File: src/rtl/ist_pkg.sv
`timescale 1ns / 1ps
// ---------------------------------------------------------------------------
// ist_pkg
// Types and constants shared by the integer set table and its checker.
// ---------------------------------------------------------------------------
package ist_pkg;

    localparam int CAPACITY = 64;
    localparam int IDX_W    = $clog2(CAPACITY);
    localparam int CNT_W    = $clog2(CAPACITY + 1);
    localparam int COUNT_W  = 7;
    localparam int VALUE_W  = 32;
    localparam int PICK_W   = 31;
    localparam int BIT_W    = $clog2(PICK_W);

    typedef enum logic [1:0] {
        OP_ADD     = 2'd0,
        OP_REMOVE  = 2'd1,
        OP_MEMBER  = 2'd2,
        OP_EXTRACT = 2'd3
    } t_opcode;

    typedef struct packed {
        t_opcode                    opcode;
        logic signed [VALUE_W-1:0]  value;
        logic        [PICK_W-1:0]   random_pick;
    } t_item;

    typedef struct packed {
        logic                       ok;
        logic                       table_full;
        logic signed [VALUE_W-1:0]  out_value;
        logic        [COUNT_W-1:0]  count;
        logic                       empty_res;
    } t_result;

endpackage

File: src/rtl/integer_set_table.sv
`timescale 1ns / 1ps
// ---------------------------------------------------------------------------
// integer_set_table
// Set of distinct signed 32-bit integers in a table kept in insertion order.
// ---------------------------------------------------------------------------
// Usage:
//   Command port: a word on i_item is taken at a rising edge with start high
//   and busy low. Opcodes: add, remove, member test, extract (entry picked by
//   random_pick mod count, counted from the newest entry).
//   Result port: one word per command on o_result, valid for exactly one
//   cycle while o_done is high. The receiver cannot stall; results are
//   registered, so a new command may be taken in the cycle o_done shows.
//   Sequence: member/add scan the held entries, one entry per cycle. Remove
//   scans up to the match and then compacts, one entry moved per cycle.
//   Extract runs a bit-serial modulo over random_pick, reads the picked
//   entry, then compacts. The single table read port sets this pace; the
//   slowest command is an extract of the oldest entry.
//   Reset (synchronous, active low) empties the set; table contents are not
//   cleared since only entries below the count are ever read.
// ---------------------------------------------------------------------------
module integer_set_table (
    input  logic             i_clk,
    input  logic             i_rst_n,
    input  logic             start,
    output logic             busy,
    input  ist_pkg::t_item   i_item,
    output logic             o_done,
    output ist_pkg::t_result o_result
);

    // Sequencer states, one-hot.
    typedef enum logic [5:0] {
        S_IDLE  = 6'b000001,
        S_SCAN  = 6'b000010,  // compare entries against the value
        S_MOD   = 6'b000100,  // restoring modulo, one pick bit per cycle
        S_EXR   = 6'b001000,  // read the extracted entry
        S_EXW   = 6'b010000,  // capture it
        S_SHIFT = 6'b100000   // compact: entry i+1 moves to i
    } t_state;

    localparam int IW = ist_pkg::IDX_W;
    localparam int CW = ist_pkg::CNT_W;

    // Table storage, one read and one write per cycle.
    logic [ist_pkg::VALUE_W-1:0] mem [ist_pkg::CAPACITY];

    t_state                      r_state, n_state;
    logic [CW-1:0]               r_held,  n_held;
    logic [CW-1:0]               r_idx,   n_idx;   // next read address
    logic [CW-1:0]               r_pidx,  n_pidx;  // address of the word in r_rdata
    logic                        r_pend,  n_pend;  // r_rdata holds a live word
    logic [ist_pkg::VALUE_W-1:0] r_rdata;
    ist_pkg::t_item              r_item,  n_item;
    logic [CW-1:0]               r_rem,   n_rem;
    logic [ist_pkg::BIT_W-1:0]   r_bit,   n_bit;
    logic [ist_pkg::VALUE_W-1:0] r_out,   n_out;
    ist_pkg::t_result            r_res,   n_res;
    logic                        r_done,  n_done;

    logic                        wr_en;
    logic [IW-1:0]               wr_addr;
    logic [ist_pkg::VALUE_W-1:0] wr_data;

    logic                        hit, issue;
    logic [CW:0]                 rem_sh;
    logic [CW:0]                 rem_sub;
    logic [CW-1:0]               rem_nx;
    logic                        fin;
    logic                        fin_ok, fin_full;
    logic [CW-1:0]               fin_cnt;

    assign busy     = (r_state != S_IDLE);
    assign o_done   = r_done;
    assign o_result = r_res;

    // Shared compare: entry word against the command value.
    assign hit   = r_pend && (r_rdata == r_item.value);
    assign issue = (r_idx < r_held);

    // Modulo step: shift in one pick bit, subtract held when it fits.
    assign rem_sh  = {r_rem, r_item.random_pick[r_bit]};
    assign rem_sub = rem_sh - {1'b0, r_held};
    assign rem_nx  = (rem_sh >= {1'b0, r_held}) ? rem_sub[CW-1:0] : rem_sh[CW-1:0];

    always_comb begin
        n_state  = r_state;
        n_held   = r_held;
        n_idx    = r_idx;
        n_pidx   = r_pidx;
        n_pend   = r_pend;
        n_item   = r_item;
        n_rem    = r_rem;
        n_bit    = r_bit;
        n_out    = r_out;
        wr_en    = 1'b0;
        wr_addr  = r_held[IW-1:0];
        wr_data  = r_item.value;
        fin      = 1'b0;
        fin_ok   = 1'b0;
        fin_full = 1'b0;
        fin_cnt  = r_held;

        case (r_state)
            S_IDLE: begin
                if (start) begin
                    n_item = i_item;
                    n_idx  = '0;
                    n_pend = 1'b0;
                    n_out  = '0;
                    n_rem  = '0;
                    n_bit  = ist_pkg::BIT_W'(ist_pkg::PICK_W - 1);
                    if (i_item.opcode == ist_pkg::OP_EXTRACT) begin
                        if (r_held == '0) begin
                            fin = 1'b1;  // nothing to extract
                        end else begin
                            n_state = S_MOD;
                        end
                    end else begin
                        n_state = S_SCAN;
                    end
                end
            end
            S_SCAN: begin
                n_pend = issue;
                n_pidx = r_idx;
                if (issue) begin
                    n_idx = r_idx + CW'(1);
                end
                if (hit) begin
                    case (r_item.opcode)
                        ist_pkg::OP_REMOVE: begin
                            n_state = S_SHIFT;
                            n_idx   = r_pidx + CW'(1);
                            n_pend  = 1'b0;
                        end
                        ist_pkg::OP_MEMBER: begin
                            fin    = 1'b1;
                            fin_ok = 1'b1;
                        end
                        default: begin
                            fin = 1'b1;  // duplicate add
                        end
                    endcase
                end else if (!issue) begin
                    fin = 1'b1;
                    if (r_item.opcode == ist_pkg::OP_ADD) begin
                        if (r_held >= CW'(ist_pkg::CAPACITY)) begin
                            fin_full = 1'b1;
                        end else begin
                            wr_en   = 1'b1;
                            n_held  = r_held + CW'(1);
                            fin_ok  = 1'b1;
                            fin_cnt = r_held + CW'(1);
                        end
                    end
                end
            end
            S_MOD: begin
                n_rem = rem_nx;
                n_bit = r_bit - ist_pkg::BIT_W'(1);
                if (r_bit == '0) begin
                    // newest-first position to table index
                    n_idx   = r_held - CW'(1) - rem_nx;
                    n_state = S_EXR;
                end
            end
            S_EXR: begin
                n_state = S_EXW;
            end
            S_EXW: begin
                n_out   = r_rdata;
                n_idx   = r_idx + CW'(1);
                n_pend  = 1'b0;
                n_state = S_SHIFT;
            end
            S_SHIFT: begin
                if (r_pend) begin
                    wr_en   = 1'b1;
                    wr_addr = IW'(r_pidx - CW'(1));
                    wr_data = r_rdata;
                end
                n_pend = issue;
                n_pidx = r_idx;
                if (issue) begin
                    n_idx = r_idx + CW'(1);
                end else begin
                    n_held  = r_held - CW'(1);
                    fin     = 1'b1;
                    fin_ok  = 1'b1;
                    fin_cnt = r_held - CW'(1);
                end
            end
            default: begin
                n_state = S_IDLE;
            end
        endcase

        if (fin) begin
            n_state = S_IDLE;
        end

        n_done             = fin;
        n_res              = r_res;
        if (fin) begin
            n_res.ok         = fin_ok;
            n_res.table_full = fin_full;
            n_res.out_value  = (r_state == S_SHIFT) ? n_out : '0;
            n_res.count      = ist_pkg::COUNT_W'(fin_cnt);
            n_res.empty_res  = (fin_cnt == '0);
        end
    end

    always_ff @(posedge i_clk) begin
        if (!i_rst_n) begin
            r_state <= S_IDLE;
            r_held  <= '0;
            r_pend  <= 1'b0;
            r_done  <= 1'b0;
        end else begin
            r_state <= n_state;
            r_held  <= n_held;
            r_pend  <= n_pend;
            r_done  <= n_done;
        end
    end

    always_ff @(posedge i_clk) begin
        r_idx  <= n_idx;
        r_pidx <= n_pidx;
        r_item <= n_item;
        r_rem  <= n_rem;
        r_bit  <= n_bit;
        r_out  <= n_out;
        r_res  <= n_res;
    end

    // Table port: registered read at r_idx, one write.
    always_ff @(posedge i_clk) begin
        if (wr_en) begin
            mem[wr_addr] <= wr_data;
        end
        r_rdata <= mem[r_idx[IW-1:0]];
    end

endmodule

File: config.mk
export PLATFORM = sky130hd
export DESIGN_NAME = integer_set_table
export DESIGN_NICKNAME = d
export VERILOG_FILES = /design/src/rtl/ist_pkg.sv /design/src/rtl/integer_set_table.sv
export SDC_FILE = /design/constraint.sdc
export NUM_CORES = 2
export LEC_CHECK = 0
export ABC_AREA = 1
export BUFFER_PORTS_ARGS = -buffer_cell sky130_fd_sc_hd__buf_2
export CELL_PAD_IN_SITES_DETAIL_PLACEMENT = 0
export CELL_PAD_IN_SITES_GLOBAL_PLACEMENT = 1
export CORE_UTILIZATION = 52
export DETAILED_ROUTE_END_ITERATION = 10
export PLACE_DENSITY = 0.77
export SKIP_CTS_REPAIR_TIMING = 1
export SLEW_MARGIN = 5
export SYNTH_ARGS = -nofsm -noshare
export SYNTH_HDL_FRONTEND = slang
export SYNTH_SLANG_ARGS = --single-unit
File: constraint.sdc
create_clock -name i_clk -period 8.4 [get_ports i_clk]
set_input_delay 1.68 -clock i_clk [delete_from_list [all_inputs] [get_ports i_clk]]
set_output_delay 1.68 -clock i_clk [all_outputs]
set_load 0.03 [all_outputs]
== Word-level counts from Yosys, hierarchy flattened ==
Memory sizes are Yosys's and may differ from the RTL's. A register that Yosys moved wholly into a read port is not among the register bits.
Cells that the tools add are included.
W data, S select, Z words.
Word-level totals
  output and inout bits: 44
  input port bits: 68
  memories: 1
  register bits: 180
  word-level logic and storage cells: 120
  bits in writable memories: 2048
Memories
  mem: depth 64, bits a word 32, read ports 1, clocked after memory_dff 1, write ports 1, line integer_set_table.sv:45  | logic [ist_pkg::VALUE_W-1:0] mem [ist_pkg::CAPACITY];
Cells by class
  reductions and logical operators: 16
  add/sub/neg operators: 8
  muxes and demuxes: 54
  equal/unequal tests: 16
  magnitude comparators: 4
  bitwise logic cells: 4
Operators by type and width (count)
  $mux W32: 3
  $mux W7: 11
  $pmux W32 S2: 1
  $mux W6: 8
  $pmux W6 S6: 1
  $pmux W7 S5: 1
  $eq A32 B32 Y1: 1
  $pmux W7 S2: 2
  $add A7 B1 Y7 const B: 3
  $mux W1: 20
  $logic_not A7 Y1: 2
  $sub A7 B7 Y7: 2
  $pmux W5 S2: 1
  $ge A8 B7 Y1: 1
  $ge A7 B7 Y1 const B: 1
  $lt A7 B7 Y1: 1
  $sub A7 B1 Y7 const B: 1
  $eq A6 B1 Y1 const B: 1
  $eq A6 B2 Y1 const B: 1
  $eq A6 B3 Y1 const B: 1
  $eq A6 B4 Y1 const B: 1
  $eq A6 B5 Y1 const B: 1
  $eq A6 B6 Y1 const B: 1
  $lt A5 B6 Y1 const B: 1
  other kinds (25): 35

== Longest topological paths before layout ==
  word-level depth: 8
  depth in mapped cells: 34
  depth with buffers taken out: 32

== Worst setup path after synthesis ==
OpenSTA, ideal clock, no wires.
  kind: input to register
  start point: in start
  end point: reg r_res (netlist bit o_result[0]) (enable)
  arrival time: 5.985 ns
  library setup time: 0.400 ns
  setup slack: 2.015 ns
  stages: 4
  cells stage by stage: inv_1 -> nor2_1 -> a21oi_1 -> nand2_1
On the way
  longest elaborated chain between the ends: 2
RTL lines
  start: declaration: line integer_set_table.sv:24  | input logic start,
  $mux W1: line integer_set_table.sv:105  | if (start) begin
  $pmux W1 S3: line integer_set_table.sv:103  | case (r_state)
  via fin: line integer_set_table.sv:68  | logic fin;
  end signal: assignment: line integer_set_table.sv:234  | r_res <= n_res;
  end: declaration: line integer_set_table.sv:57  | ist_pkg::t_result r_res, n_res;
The timed path passes the listed nets, and every way through them passes these cells.
A chain may end at the register's enable or synchronous reset.

== Worst setup path after layout ==
  start point: reg r_bit[0] (netlist bit)
  end point: reg r_idx[6] (data pin)
On the way
  longest elaborated chain between the ends: 7
  elaborated cells on any way between the ends: 8
RTL lines
  start: declaration: line integer_set_table.sv:55  | logic [ist_pkg::BIT_W-1:0] r_bit, n_bit;
  start signal: assignment: line integer_set_table.sv:232  | r_bit <= n_bit;
  $bmux W1 S5 *: line integer_set_table.sv:81  | assign rem_sh = {r_rem, r_item.random_pick[r_bit]};
  $mux W1 (implied by the code) *: line integer_set_table.sv:81
  $sub A7 B7 Y7 / $ge A8 B7 Y1 (equally long branches): line integer_set_table.sv:82, integer_set_table.sv:83
  $mux W7 *: line integer_set_table.sv:83  | assign rem_nx = (rem_sh >= {1'b0, r_held}) ? rem_sub[CW-1:0] : rem_sh[CW-1:0];
  via rem_nx[1]: line integer_set_table.sv:67  | logic [CW-1:0] rem_nx;
  $sub A7 B7 Y7 *: line integer_set_table.sv:163  | n_idx = r_held - CW'(1) - rem_nx;
  $mux W7 *: line integer_set_table.sv:161  | if (r_bit == '0) begin
  $pmux W7 S5 *: line integer_set_table.sv:103
  via n_idx[6]: line integer_set_table.sv:49  | logic [CW-1:0] r_idx, n_idx;
  end signal: assignment: line integer_set_table.sv:228  | r_idx <= n_idx;
  end: declaration: line integer_set_table.sv:49
The timed path passes the listed nets; every way through them passes the cells marked *. The select of a mux whose other input is x is not followed.

==> results.txt <==
----------------------------------------------------
[Timing]
  # setup viols final ... 0
  Number of slew-limit violations in the final report ... 0
  Transition time at the pin with the least slew margin ... between 1 and 1.5 ns
  Endpoints failing hold ... 0
  Tightest hold margin ... about 0.46 ns
  Unrepaired setup endpoints after global routing ... no
  Final clock period utilization by the worst path ... 0.759
  Post-layout min period ... between 6 and 7 ns
  Relative max-transition margin ... 0.139
  Highest clock frequency the design can meet ... about 160 MHz
  Final worst slack ... slightly above 2 ns
  Fin Setup TNS ... 0 ns
  Largest clock skew in the final design ... ~0.034 ns

[Critical path]
  Most used cell, CP ... sky130_fd_sc_hd__nand2_1
  Largest stage delay on the critical path ... ~0.71 ns
  Setup CP Type ... flip-flop to flip-flop
  Data required, critical path ... roughly 9 ns
  Crit start category ... flip-flop
  Slowest stage cell on the critical path ... sky130_fd_sc_hd__edfxtp_1
  Largest fanout on the critical path ... 18
  Crit path capture type ... flip-flop
  Data arrival time of the critical path ... approximately 7 ns

[Synth]
  EDFF count, synth ... 2181
  Most instantiated flip-flop cell in the synthesis netlist ... sky130_fd_sc_hd__edfxtp_1
  Top cell type by total area after synthesis ... sky130_fd_sc_hd__edfxtp_1
  Synth top area cells ... sky130_fd_sc_hd__edfxtp_1 (72%), sky130_fd_sc_hd__o21ai_0 (7.2%), sky130_fd_sc_hd__nor2_1 (6.2%)
  Fraction of registers with async set or reset after synthesis ... 0
  Yosys warns ... 0
  Synthesized area per cell ... ~13 µm²
  Post-Synthesis Cell Area ... between 90000 and 100000 µm²
  Number of distinct library cells after synthesis ... 57
  Share of the yosys chip area belonging to registers ... 0.741
  Number of storage elements in the synthesis netlist ... about 2300
  Synthesized netlist net count ... 7295
  Instance count of the mapped netlist ... between 7000 and 8000
  Share of Yosys cell area claimed by the top area cell type ... 0.723

[Floorplan]
  Initial Utilization ... 0.526
  Number of I/O pins ... 112
  Standard-cell row count ... about 150
  Total Die Area ... between 150000 and 200000 µm²
  Core Footprint ... 172000 µm²
  Die Span Y ... around 420 µm
  Die W ... roughly 420 µm

[Global route]
  Global route overflow ... 0
  Total track usage ... 0.297
  Pin count of the biggest net entering global routing ... 211
  Number of global-route vias before repair ... between 50000 and 60000
  Number of antenna violations at the first check in global routing ... 7
  First-pass GRT wire length ... roughly 380 mm

[Job]
  Max-Cap Viols ... 0

[Clock network]
  TritonCTS clock tree ... built
  Cell chosen for the clock root ... sky130_fd_sc_hd__clkbuf_16
  Clock buffers created by TritonCTS ... ~220
  Clock-pin transition on the worst setup and hold timing paths ... 0.06 ns
  Clock Sinks ... roughly 2300
  Clk_lat worst skew ... slightly below 0.9 ns
  Maximum root-to-sink buffer count ... 3
  H-tree levels ... 4

[Routing]
  Number of violations reported at the end of detailed-routing iteration 0 ... approximately 7700
  Overall routed net length ... ~260 mm
  Via-per-instance ratio ... about 6
  Iteration count of the initial detailed-routing pass ... 6
  DR DRC count ... 0
  Post-detailed-route wirelength per cell ... ~27 µm
  Count of antenna-violating nets left after detailed routing ... 0
  Via count ... around 60000

[Final layout]
  Final #Nets ... roughly 7300
  Post-layout util ... 0.588
  Fin cells ... roughly 9700
  Layout Cell Area excl Fill ... ~100000 µm²
  Fraction of layout cells with a size suffix above 1 ... 0.101
  Commonest non-fill, non-tap cells in the layout ... sky130_fd_sc_hd__edfxtp_1 (2181), sky130_fd_sc_hd__nor2_1 (1430), sky130_fd_sc_hd__o21ai_0 (1279)
  Synth-to-Final Area Change ... 11.9%
  Most common cell after layout, fill and taps aside ... sky130_fd_sc_hd__edfxtp_1

[Power]
  Peak ir drop on the vdd network ... 267 µV
  PwrDens ... 350 nW/µm²
  Pleak ... about 33 nW
  Overall power consumption ... between 30 and 40 mW

[Placement]
  Global placer's final weighted congestion ... approximately 0.91
  HPWL after DPL ... 135 mm
  Standard cell area after detailed placement ... 94100 µm²
  Number of port buffers ... between 100 and 150
  Cell Count Post-Placement ... just over 9000
  Setup Slack @ Placement ... around 2 ns

[Status]
  Outcome ... finished, final reports clean

[Hold path]
  Kind of path behind the tightest hold check ... flip-flop to flip-flop

----------------------------------------------------
## cell usage after synthesis, types with 5 or more instances
| library cell | instances |
|---|---|
| sky130_fd_sc_hd__o211ai_1 | 17 |
| sky130_fd_sc_hd__nand3_2 | 5 |
| sky130_fd_sc_hd__buf_2 | 129 |
| sky130_fd_sc_hd__o22ai_1 | 627 |
| sky130_fd_sc_hd__xnor2_1 | 10 |
| sky130_fd_sc_hd__o221ai_1 | 13 |
| sky130_fd_sc_hd__nor2_2 | 7 |
| sky130_fd_sc_hd__a21oi_1 | 52 |
| sky130_fd_sc_hd__nand3_1 | 56 |
| sky130_fd_sc_hd__dfxtp_1 | 79 |
| sky130_fd_sc_hd__nand2_1 | 379 |
| sky130_fd_sc_hd__buf_4 | 14 |
| sky130_fd_sc_hd__edfxtp_1 | 2181 |
| sky130_fd_sc_hd__inv_2 | 7 |
| sky130_fd_sc_hd__o31ai_1 | 15 |
| sky130_fd_sc_hd__o21ai_1 | 77 |
| sky130_fd_sc_hd__nor3_1 | 14 |
| sky130_fd_sc_hd__nor2_1 | 1495 |
| sky130_fd_sc_hd__o21ai_0 | 1309 |
| sky130_fd_sc_hd__nand4_1 | 26 |
| sky130_fd_sc_hd__buf_1 | 7 |
| sky130_fd_sc_hd__nand2_2 | 13 |
| sky130_fd_sc_hd__xor2_1 | 22 |
| sky130_fd_sc_hd__inv_1 | 185 |
| sky130_fd_sc_hd__buf_6 | 11 |
| sky130_fd_sc_hd__a22oi_1 | 32 |
| sky130_fd_sc_hd__nor4_1 | 6 |
| sky130_fd_sc_hd__clkbuf_1 | 315 |
| sky130_fd_sc_hd__ha_1 | 26 |
| sky130_fd_sc_hd__or2_2 | 11 |
| sky130_fd_sc_hd__clkinv_1 | 8 |
| sky130_fd_sc_hd__nor2_4 | 6 |
## logic make-up (layout without fill, tap and decap cells)
kind of cell               after synthesis  after routing  share of synthesized area
AOI/OAI and AO/OA                     2165           2165                      0.132
and+or+nand+nor                       2032           2032                     0.0889
other                                    0              1                          0
buffers and inverters                  682            884                     0.0318
adders and majority gates               28             28                    0.00403
xor gates and xnor gates                32             32                    0.00309
DFF                                   2260           2260                      0.741
## layout make-up
type	instances	area, µm²
antenna	1	2.50
clock buffer	294	5990
clock inverter	121	1280
fill	13500	71000
inverter	201	785
multi-input combinational	4257	21500
sequential	2260	67100
tap	2310	2890
timing repair buffer	268	1870
## where the power goes
group	switching (mW)	internal, mW
Sequential	0.357	13.4
Combinational	8.87	2.95
Clock	4.21	5.71
Total	13.4	22.0
## final timing paths
path | cells after the start | to | slack (ns) | start
worst max-delay path | 29 | r_idx[6] | 2.02 | r_bit[0]
worst min-delay path | 2 | r_out[9] | 0.46 | r_out[9]
worst max register to register | 29 | r_idx[6] | 2.02 | r_bit[0]
worst min register to register | 2 | r_out[9] | 0.46 | r_out[9]
## layer usage
| layer | global-route usage | up-vias | wire [µm] | share of wire |
|---|---|---|---|---|
| li1 | - | 26500 | - | - |
| met1 | 0.418 | 30000 | 107000 | 0.41 |
| met2 | 0.464 | 2958 | 121000 | 0.46 |
| met3 | 0.0512 | 465 | 25500 | 0.097 |
| met4 | 0.113 | 4 | 9630 | 0.037 |
| met5 | 0 | - | 33 | 0.00013 |
## worst max-delay path: cells and delay by family, from the launching register on
kind                       cells  cell delay, ns
AOI/OAI and AO/OA              9            2.17
DFF                            1            0.71
and+or+nand+nor               13            1.16
xor gates and xnor gates       1            0.17
buffers and inverters          3            0.76
adders and majority gates      3            1.14
## flip-flops by register name (all words and copies together) (netlist names), 6 cells and up
| name | cells |
|---|---|
| r_rdata | 32 |
| r_out | 32 |
| r_pidx | 7 |
| r_held | 7 |
| r_state | 6 |
| r_idx | 7 |
| r_rem | 7 |
| o_result | 42 |
| r_item | 65 |
| mem | 2048 |
Note: power is estimated with default switching activity, not from simulation.
